### src/hdl/tree_leaf_reach_mask_core_defines.svh
// Assertion macros for the tree leaf reach mask core.
`ifndef TREE_LEAF_REACH_MASK_CORE_DEFINES_SVH
`define TREE_LEAF_REACH_MASK_CORE_DEFINES_SVH

// Same-cycle implication, sampled on clk, off during reset.
`define TLRM_ASSERT_IMP(lbl, ante, cons, msg) \
  lbl: assert property (@(posedge clk) disable iff (!rst_n) (ante) |-> (cons)) else $error(msg);

// Next-cycle implication, sampled on clk, off during reset.
`define TLRM_ASSERT_NXT(lbl, ante, cons, msg) \
  lbl: assert property (@(posedge clk) disable iff (!rst_n) (ante) |=> (cons)) else $error(msg);

`endif

### src/hdl/tlrm_pkg.sv
// Shared types and constants for the tree leaf reach mask core.
package tlrm_pkg;

  localparam logic [1:0] OP_LOAD_NODE   = 2'd0;
  localparam logic [1:0] OP_LOAD_SPLIT  = 2'd1;
  localparam logic [1:0] OP_LOAD_SAMPLE = 2'd2;
  localparam logic [1:0] OP_EVALUATE    = 2'd3;

  localparam int LEAF_CNT_W = 6;
  localparam int MASK_W     = 32;
  localparam int FEAT_NUM_W = 6;
  localparam int BIN_NUM_W  = 5;
  localparam int SLOT_W     = 6;
  localparam int DATUM_W    = 32;
  localparam int SPLIT_AW   = FEAT_NUM_W + BIN_NUM_W;

  typedef struct packed {
    logic                  leaf;
    logic                  owned;
    logic [FEAT_NUM_W-1:0] feat;
    logic [BIN_NUM_W-1:0]  bin;
  } node_ent_t;

  typedef struct packed {
    logic load_node;
    logic load_split;
    logic load_sample;
    logic start;
    logic issue;
    logic capture;
  } cmd_t;

  typedef struct packed {
    logic issue_last;
    logic busy;
  } stat_t;

endpackage

### src/hdl/tlrm_ctrl.sv
// Controller: transaction decode, evaluation sequencing and result handoff.
module tlrm_ctrl (
  input  logic              clk,
  input  logic              rst_n,
  input  logic              in_valid,
  input  logic [1:0]        in_op,
  output logic              in_ready,
  input  logic              out_ready,
  output logic              out_valid,
  input  tlrm_pkg::stat_t   stat,
  output tlrm_pkg::cmd_t    cmd
);
  import tlrm_pkg::*;

  localparam logic [1:0] ST_IDLE = 2'd0;
  localparam logic [1:0] ST_RUN  = 2'd1;
  localparam logic [1:0] ST_WAIT = 2'd2;

  logic [1:0] state_r, state_nxt;
  logic       out_valid_r, out_valid_nxt;
  logic       in_fire;

  assign in_ready  = (state_r == ST_IDLE);
  assign in_fire   = in_valid && in_ready;
  assign out_valid = out_valid_r;

  always_comb begin
    cmd       = '0;
    state_nxt = state_r;
    case (state_r)
      ST_IDLE: begin
        if (in_fire) begin
          case (in_op)
            OP_LOAD_NODE:   cmd.load_node   = 1'b1;
            OP_LOAD_SPLIT:  cmd.load_split  = 1'b1;
            OP_LOAD_SAMPLE: cmd.load_sample = 1'b1;
            OP_EVALUATE: begin
              cmd.start = 1'b1;
              state_nxt = ST_RUN;
            end
            default: ;
          endcase
        end
      end
      ST_RUN: begin
        cmd.issue = 1'b1;
        if (stat.issue_last) state_nxt = ST_WAIT;
      end
      ST_WAIT: begin
        if (!stat.busy && (!out_valid_r || out_ready)) begin
          cmd.capture = 1'b1;
          state_nxt   = ST_IDLE;
        end
      end
      default: state_nxt = ST_IDLE;
    endcase
  end

  assign out_valid_nxt = cmd.capture || (out_valid_r && !out_ready);

  always_ff @(posedge clk) begin
    if (!rst_n) begin
      state_r     <= ST_IDLE;
      out_valid_r <= 1'b0;
    end else begin
      state_r     <= state_nxt;
      out_valid_r <= out_valid_nxt;
    end
  end

endmodule

### config.mk
export PLATFORM = sky130hd
export DESIGN_NAME = tlrm_ctrl
export DESIGN_NICKNAME = d
export VERILOG_FILES = /design/src/hdl/tree_leaf_reach_mask_core_defines.svh /design/src/hdl/tlrm_pkg.sv /design/src/hdl/tlrm_ctrl.sv
export SDC_FILE = /design/constraint.sdc
export NUM_CORES = 1
export LEC_CHECK = 0
export BUFFER_PORTS_ARGS = -buffer_cell sky130_fd_sc_hd__buf_2
export CORE_AREA = 2 2 39 41
export DETAILED_ROUTE_END_ITERATION = 8
export DIE_AREA = 0 0 41 43
export GPL_TIMING_DRIVEN = 0
export SLEW_MARGIN = 5
export SYNTH_ARGS = -nofsm -noshare
export SYNTH_HDL_FRONTEND = slang
export SYNTH_SLANG_ARGS = --single-unit
export TNS_END_PERCENT = 10
### constraint.sdc
create_clock -name clk -period 1.5 [get_ports clk]
set_clock_uncertainty 0.1 [all_clocks]
set_input_delay 0.225 -clock clk [delete_from_list [all_inputs] [get_ports clk]]
set_output_delay 0.225 -clock clk [all_outputs]
set_load 0.01 [all_outputs]
Word-level counts from Yosys, hierarchy flattened
Index checks and enable logic that the tools add are counted.
- bits in registers: 3
- word-level logic and storage cells: 36
- output and inout bits: 8
- reductions and logical operators: 11
- equal/unequal tests: 9
- muxes and demuxes: 14
- operators with widths (operator ; number):
    $mux 2 ; 4
    $mux 4 ; 2
    $mux 1 ; 7
    $eq 2x2->1 const B ; 3
    $pmux 2 s3 ; 1
    $eq 2x1->1 const B ; 2
    $logic_not 2->1 ; 2
    $ne 2x1->1 const B ; 2
    $ne 2x2->1 const B ; 2
    $reduce_and 4->1 ; 1
    $logic_and 1x1->1 ; 3
    $logic_not 1->1 ; 3
    $logic_or 1x1->1 ; 2

Logic depth before layout (Yosys ltp)
Gate-level depths: netlist of the first run.
- depth in word-level cells: 6
- gate-level depth with buffers: 3
- gate-level depth less buffers: 3

Worst setup path after synthesis of the first run
Ideal clock, no wire load.
- kind: flip-flop to output port
- start point: register state_r[0]
- end point: output cmd[3] in the netlist's numbering
- setup slack: 0.247 ns
- arrival time: 0.928 ns
- path buffers: 0
- stages on the path, launching flop included: 4
- data required time: 1.175 ns
- cell sequence: dfxtp_1 -> nor2_2 -> nand2_1 -> nor3b_1
- RTL lines (what ; RTL line ; source):
    from (decl) ; tlrm_ctrl.sv:19 ; logic [1:0] state_r, state_nxt;
    from (signal assigned) ; tlrm_ctrl.sv:66 ; state_r <= state_nxt;
    to (decl) ; tlrm_ctrl.sv:11 ; output tlrm_pkg::cmd_t cmd

==> qor.yml, run 1 <==
outcome: "finished clean"
hold_viol: 0
die_y_um: 43
cp-start-kind: "flop"
crit_path_max_fanout: 3
netlist_instances: 20
clk_pin_slew_worst_paths_ns: 0.04
numClockSinks: 3
synth_area_um2: 171
finalNetCount: 48
critPathBufInv: 1
max-vdd-ir-drop_uv: 275
fillCellCount: 161
leakagePower_nw: 0.153
critPathRequiredTime_ns: 1.17
grt_pass1_vias: 184
synth_edf_count: 0
ys_seq_elements: 3
num_rows: 14
drive_gt1_frac: 0.641
ys_seq_area_frac: 0.350
start_util: 0.124
fp.dieW_um: 41
drt_iter0_drc: 7
finalCritPeriodShare: 0.939
ios: 16
syn-num-nets: 28
stdcell_area_um2: 312
setup_viol_count_final: 0
placed_cell_area_um2: 267
root_buffer: "clkbuf_4"
critical_path_class: "reg -> out"
rsz0062_at_grt: "false"
tns_ns: 0
antenna_found_initial: 0
drcViolationCount: 0
grt_max_degree: 5
gp_congestion: 0.721
num_vias: 205
antenna_cells: 0
worst_slack_ns: 0.0919
cp_top_family: "simple AND/OR/NAND/NOR gates"
synth_flop_cell: "dfxtp_1"
crit_chain: "nor2_4 -> nand2_2 -> nor3b_2 -> buf_2"
post-synth-top-count-cell: "dfxtp_1"
multi_input_area_um2: 129
tightest_slew_ns: 0.196
routedWlPerCell_um: 8.36
detail-route-antenna-nets: 0
totalWireLength_um: 460
post_cts.repair.setup_buffers: 0
overflow: 0
relSlewSlack: 0.869
post-route-min-period_ns: 1.41
drv_slew: 0
crit_slowest_cell: "dfxtp_2"
yosysUniqueCellTypes: 13
grt_use_total: 0.0642
setup.worst_path.end_class: "primary output"
async_flop_share: 0
fmax_mhz: 710
port_buffers: 15
cts_buffers: 3
yosysTopAreaCell: "dfxtp_1"
crit_path_max_incr_delay_ns: 0.33
htreeDepth: 1
power_density_nw_per_um2: 855
avgSynthCellArea_um2: 8.57
vias_per_cell: 3.73
synth_top_area_frac: 0.350
area_growth_syn_to_layout_pct: 81.8
dr.pass1.iters: 4
ys_warn_count: 0
arrival_ns: 1.08
die_area_um2: 1760
max-clock-path-buffers: 2
preCtsSetupSlack_ns: 0.274
hp-class: "in -> reg"
clock_latency_ns: 0.23
cts_tree: "done"
maxCapViolCount: 0
synth_area_leaders: "dfxtp_1, nor3b_1, o21a_1, nor2b_1, and4_4"
core-area_um2: 1380
area.sequential_um2: 61.3
grt_pass1_wl_um: 724
-- final cells by class --
type,count,share of cell area
flip-flops and latches,3,0.197
well taps,16,0.0643
clock buffers,4,0.0843
multi-input cells,17,0.414
repair buffers,15,0.241
-- power by group --
group / internal, mW / leakage [nW] / total, mW / switching (mW)
Combinational: 0.0207 / 0.113 / 0.0406 / 0.0199
Clock: 0.0997 / 0.0150 / 0.142 / 0.0421
Sequential: 0.0821 / 0.0248 / 0.0840 / 0.00187
Total: 0.203 / 0.153 / 0.266 / 0.0639
-- per-stage QoR --
stage               instances  power (mW)  hold slack, ns  utilization
detailed placement         51       0.122           0.369        0.193
floorplan                  20       0.101           0.242            -
global placement           51       0.122           0.369        0.193
global route               55       0.286           0.128        0.225
CTS                        55       0.272           0.119        0.212
finish                     55       0.266           0.124        0.225
-- flip-flops by register name (all words and copies together), names as in the netlist --
| register | cells |
|---|---|
| state_r | 2 |
| out_valid | 1 |
-- timing repair --
item	in CTS	in global routing
setup endpoints to repair	0	3
hold buffers	0	0
resized for setup	0	5
-- worst paths after layout --
| path | startpoint | end | slack, ns | cells past startpoint |
|---|---|---|---|---|
| worst min register to register | state_r[1]$_SDFFE_PN0P_ | state_r[1]$_SDFFE_PN0P_ | 0.48 | 3 |
| worst min-delay path | rst_n | out_valid$_SDFF_PN0_ | 0.12 | 2 |
| worst max-delay path | state_r[1]$_SDFFE_PN0P_ | cmd[3] | 0.09 | 4 |
| worst max register to register | state_r[0]$_SDFFE_PN0P_ | state_r[0]$_SDFFE_PN0P_ | 0.50 | 3 |
-- kinds of logic after synthesis --
logic type and share of synthesized area:
AND/OR/NAND/NOR 0.474, AO/OA/AOI/OAI 0.175, flip-flops 0.350
-- cells in the final DEF (no fill, tap or decap) --
cell type / netlist / routed
dfxtp_2: 0 / 1
nand2_1: 2 / 1
and4_4: 1 / 1
a21boi_1: 1 / 1
clkbuf_4: 0 / 3
nor2b_2: 1 / 1
nand2_2: 0 / 1
nor2_4: 0 / 1
o21a_1: 2 / 2
buf_2: 0 / 15
nor3_1: 2 / 2
nor3b_2: 0 / 2
dfxtp_1: 3 / 2
nor2_1: 1 / 1
nor2b_1: 2 / 2
clkbuf_1: 0 / 1
nand2b_1: 1 / 1
o21bai_1: 1 / 1
-- worst reg2reg max path, stage by stage, from the launching register on --
cell,delay (ns)
dfxtp_1,0.37
nor2_4,0.05
and4_4,0.19
o21a_1,0.17
-- layer usage --
layer  track usage  part of all wire  vias to the layer above  wire length [um]
met5             0                 0                        -                 0
met4        0.0800                 0                        0                 0
met3        0.0157             0.089                        0                41
met1        0.0833              0.46                       86               213
met2        0.0719              0.45                        9               206
li1              -                 -                      110                 -
Power figures use the tool's default switching activity.
==> run 2: changes to the inputs <==
--- a/config.mk
+++ b/config.mk
@@ -7,9 +7,11 @@
 export LEC_CHECK = 0
 export BUFFER_PORTS_ARGS = -buffer_cell sky130_fd_sc_hd__buf_2
 export CORE_AREA = 2 2 39 41
+export CTS_BUF_LIST = sky130_fd_sc_hd__clkbuf_16
 export DETAILED_ROUTE_END_ITERATION = 8
 export DIE_AREA = 0 0 41 43
 export GPL_TIMING_DRIVEN = 0
+export PLACE_DENSITY = 0.34
 export SLEW_MARGIN = 5
 export SYNTH_ARGS = -nofsm -noshare
 export SYNTH_HDL_FRONTEND = slang
==> run 2 against run 1 <==
  * Maximum frequency down 1.9%
  * Critical path depth unchanged
  * Wire length up 15%
  * Global-route usage up 1.6 points
  * First-iteration DRC count down 43%
  * Die area unchanged
  * Cell area up 18%
  * Sequential cell count unchanged
  * Via count up 10%
  * Largest power group unchanged
  * Critical path type unchanged
==> qor.yml, run 2 (synthesis gave the netlist of run 1 again) <==
outcome: "finished clean"
die_area_um2: 1760
die_y_um: 43
overflow: 0
grt_max_degree: 5
vias_per_cell: 4.04
grt_use_total: 0.0802
r2r_cells: 3
critical_path_class: "reg -> out"
post-route-min-period_ns: 1.43
num_rows: 14
root_buffer: "clkbuf_16"
dr.pass1.iters: 4
core-area_um2: 1380
cp-start-kind: "flop"
num_vias: 226
max-vdd-ir-drop_uv: 556
power_density_nw_per_um2: 1470
critPathRequiredTime_ns: 1.17
numClockSinks: 3
r2r_slack_ns: 0.50
clock_latency_ns: 0.22
fp.dieW_um: 41
max-clock-path-buffers: 2
crit_path_max_fanout: 3
ios: 16
r2r-end: "state_r[0]$_SDFFE_PN0P_"
relSlewSlack: 0.864
setup.worst_path.end_class: "primary output"
start_util: 0.124
maxCapViolCount: 0
cts_tree: "done"
drcViolationCount: 0
antenna_cells: 0
leakagePower_nw: 0.183
hp-class: "in -> reg"
cts_hold_buf: 0
detail-route-antenna-nets: 0
whs_path_depth: 2
final_cell_mix: "buf_2, clkbuf_16"
holdWs_ns: 0.151
cts_buffers: 3
grt_pass1_vias: 232
tightest_slew_ns: 0.203
drive_gt1_frac: 0.650
regMostFlops: "state_r"
preCtsSetupSlack_ns: 0.296
area_growth_syn_to_layout_pct: 114
clk_pin_slew_worst_paths_ns: 0.03
finalNetCount: 49
hold_viol: 0
largest_reg_flops: 2
routedWlPerCell_um: 9.45
htreeDepth: 1
finalCritPeriodShare: 0.956
fmax_mhz: 697
worstHoldEndpoint: "out_valid$_SDFF_PN0_"
r2r-start: "state_r[1]$_SDFFE_PN0P_"
totalWireLength_um: 529
drt_iter0_drc: 4
hp-start: "rst_n"
setup_viol_count_final: 0
port_buffers: 15
grt_pass1_wl_um: 862
drv_slew: 0
layout_commonest_cell: "buf_2"
worst_slack_ns: 0.0653
arrival_ns: 1.11
gp_congestion: 0.673
antenna_found_initial: 0
## run 2: area by class of cell
class | instances | area [um^2]
multi-input cells | 17 | 124
clock buffers | 3 | 75.1
fillers | 154 | 1020
clock inverters | 1 | 3.75
well taps | 16 | 20.0
repair buffers | 16 | 82.6
flip-flops and latches | 3 | 61.3
## run 2: per-layer routing
layer | global-route usage | part of all wire
met5 | 0 | 0
met4 | 0.0400 | 0
met3 | 0.0942 | 0.19
met2 | 0.0969 | 0.43
met1 | 0.0801 | 0.38
## run 2: how the worst max path moves through the flow
stage	cells past startpoint	from	to	slack (ns)
floorplan	3	state_r[0]$_SDFFE_PN0P_	cmd[3]	0.25
global placement	4	state_r[0]$_SDFFE_PN0P_	cmd[3]	0.30
detailed placement	4	state_r[0]$_SDFFE_PN0P_	cmd[3]	0.30
CTS	4	state_r[0]$_SDFFE_PN0P_	cmd[3]	0.04
global route	4	state_r[1]$_SDFFE_PN0P_	cmd[5]	-0.03
finish	4	state_r[1]$_SDFFE_PN0P_	cmd[3]	0.07
## run 2: through the flow
stage	setup TNS, ns	util	cell area (um^2)	std cells	total power [mW]
finish	0	0.265	367	56	0.540
global route	-0.0465	0.265	367	56	0.570
global placement	0	0.193	267	51	0.122
floorplan	0	-	171	20	0.101
CTS	0	0.250	345	55	0.545
detailed placement	0	0.193	267	51	0.122
## run 2: power by group
part           internal, mW  switching (mW)
Clock                 0.344          0.0708
Combinational        0.0220          0.0205
Sequential           0.0823         0.00135
## run 2: repair_timing
action	4_1_cts	5_1_grt
resized for setup	0	4
buffers inserted	0	1
endpoints found under the setup margin	0	2
## run 2: critical path, cell delays in order (launching register included)
cell	delay [ns]
dfxtp_2	0.32
nor2_2	0.16
nand2_2	0.09
nor3b_2	0.17
buf_2	0.15
==> run 3: changes to the inputs <==
--- a/config.mk
+++ b/config.mk
@@ -11,7 +11,7 @@
 export DETAILED_ROUTE_END_ITERATION = 8
 export DIE_AREA = 0 0 41 43
 export GPL_TIMING_DRIVEN = 0
-export PLACE_DENSITY = 0.34
+export PLACE_DENSITY = 0.35
 export SLEW_MARGIN = 5
 export SYNTH_ARGS = -nofsm -noshare
 export SYNTH_HDL_FRONTEND = slang
==> constraint.sdc (replaced) <==
create_clock -name clk -period 1.3 [get_ports clk]
set_clock_uncertainty 0.1 [all_clocks]
set_input_delay 0.195 -clock clk [delete_from_list [all_inputs] [get_ports clk]]
set_output_delay 0.195 -clock clk [all_outputs]
set_load 0.01 [all_outputs]
==> run 3 against run 2 <==
  * The run now ends with negative setup slack left
  * Critical path depth is the same
  * Core utilization grew 1.8 points
  * Critical path type unchanged
  * Sequential cell count is the same
  * Sequential share of layout area shrank 0.75 points
  * Largest power group unchanged
  * Setup slack lost 0.11 ns
  * Via count shrank 2.7%
  * Combinational power grew 28%
  * Worst hold slack lost 0.027 ns
  * Wire length is the same
==> qor.yml, run 3 (synthesis gave the netlist of run 1 again) <==
crit_path_max_incr_delay_ns: 0.32
maxCapViolCount: 0
arrival_ns: 1.05
drcViolationCount: 0
die_area_um2: 1760
multi_input_area_um2: 141
gp_congestion: 0.656
max-clock-path-buffers: 2
critical_path_class: "reg -> out"
drt_iter0_drc: 4
r2r_cells: 3
hp-start: "rst_n"
relSlewSlack: 0.901
grt_pass1_vias: 208
setup.worst_path.end_class: "primary output"
crit_path_max_fanout: 3
totalWireLength_um: 529
worst_slack_ns: -0.0485
violations: "negative setup slack"
htreeDepth: 1
critPathRequiredTime_ns: 1.00
hp-class: "in -> reg"
power_density_nw_per_um2: 1590
layout_commonest_cell: "buf_2"
die_y_um: 43
r2r-end: "state_r[0]$_SDFFE_PN0P_"
drive_gt1_frac: 0.725
tightest_slew_ns: 0.148
post-route-min-period_ns: 1.35
whs_path_depth: 2
fmax_mhz: 742
clock_latency_ns: 0.22
routedWlPerCell_um: 9.45
grt_pass1_wl_um: 862
clk_pin_slew_worst_paths_ns: 0.03
dr.pass1.iters: 4
antenna_cells: 0
finalNetCount: 49
crit_chain: "nor2_4 -> nand2_4 -> nor3b_2 -> buf_2"
setup_viol_count_final: 4
core-area_um2: 1380
area.sequential_um2: 62.6
overflow: 0
dpl.hpwl_um: 400
detail-route-antenna-nets: 0
outcome: "finished, violations left"
leakagePower_nw: 0.190
drv_slew: 0
cts_tree: "done"
start_util: 0.124
num_rows: 14
antenna_found_initial: 0
port_buffers: 15
largest_reg_flops: 2
r2r_slack_ns: 0.32
hold_viol: 0
grt_use_total: 0.0752
finish.utilization: 0.283
max-vdd-ir-drop_uv: 874
fillCellCount: 153
numClockSinks: 3
final_cell_mix: "buf_2, clkbuf_16"
vias_per_cell: 3.93
ios: 16
rsz0062_at_grt: "true"
crit_slowest_cell: "dfxtp_2"
num_vias: 220
area_growth_syn_to_layout_pct: 128
root_buffer: "clkbuf_16"
finalCritPeriodShare: 1.04
r2r-start: "state_r[0]$_SDFFE_PN0P_"
fp.dieW_um: 41
regMostFlops: "state_r"
cts_buffers: 3
cp-start-kind: "flop"
worstHoldEndpoint: "state_r[0]$_SDFFE_PN0P_"
grt_max_degree: 5
power_uw: 625
-- run 3: where the power goes --
part,total [mW],internal [mW],switching [mW]
clock,0.473,0.396,0.0766
sequential,0.0975,0.0952,0.00224
combinational,0.0546,0.0287,0.0259
total,0.625,0.520,0.105
-- run 3: timing repair --
action	4_1_cts	5_1_grt
endpoints found under the hold margin	0	0
hold buffers	0	0
setup buffers	0	1
gates cloned	0	0
endpoints found under the setup margin	5	5
resized for setup	7	3
pin swaps	3	2
-- run 3: worst max-delay path, delay by kind of cell, from the launching register on --
| family | cells | cell delay (ns) |
|---|---|---|
| simple gates | 3 | 0.37 |
| flops | 1 | 0.32 |
| buf+inv | 1 | 0.15 |
-- run 3: metrics by stage --
stage	cell area, um^2	hold WS [ns]	setup slack (ns)	TNS [ns]	std cells
floorplan	171	0.212	0.0770	0	20
global placement	267	0.337	0.127	0	51
detailed placement	267	0.343	0.118	0	51
CTS	375	0.124	-0.0753	-0.191	55
global route	392	0.130	-0.120	-0.374	56
finish	392	0.124	-0.0485	-0.121	56
-- run 3: cell type report --
| cell class | count | area share |
|---|---|---|
| clock buffers | 3 | 0.192 |
| flip-flops and latches | 3 | 0.160 |
| well taps | 16 | 0.0511 |
| clock inverters | 1 | 0.00958 |
| repair buffers | 16 | 0.227 |
| multi-input cells | 17 | 0.361 |
-- run 3: worst max-delay path by stage --
stage | end | from | slack, ns | depth (start not counted)
finish | cmd[4] | state_r[0]$_SDFFE_PN0P_ | -0.05 | 4
detailed placement | cmd[4] | state_r[0]$_SDFFE_PN0P_ | 0.12 | 4
global route | cmd[4] | state_r[0]$_SDFFE_PN0P_ | -0.12 | 4
CTS | cmd[3] | state_r[1]$_SDFFE_PN0P_ | -0.08 | 4
global placement | cmd[3] | state_r[0]$_SDFFE_PN0P_ | 0.13 | 4
floorplan | cmd[3] | state_r[0]$_SDFFE_PN0P_ | 0.08 | 3
-- run 3: routing by layer --
layer  wire (um)  vias to the layer above  track usage
met5           0                        -            0
met4           0                        0       0.0200
met3          82                        0       0.0785
met2         200                       18       0.0844
met1         247                       91       0.0962
li1            -                      111            -
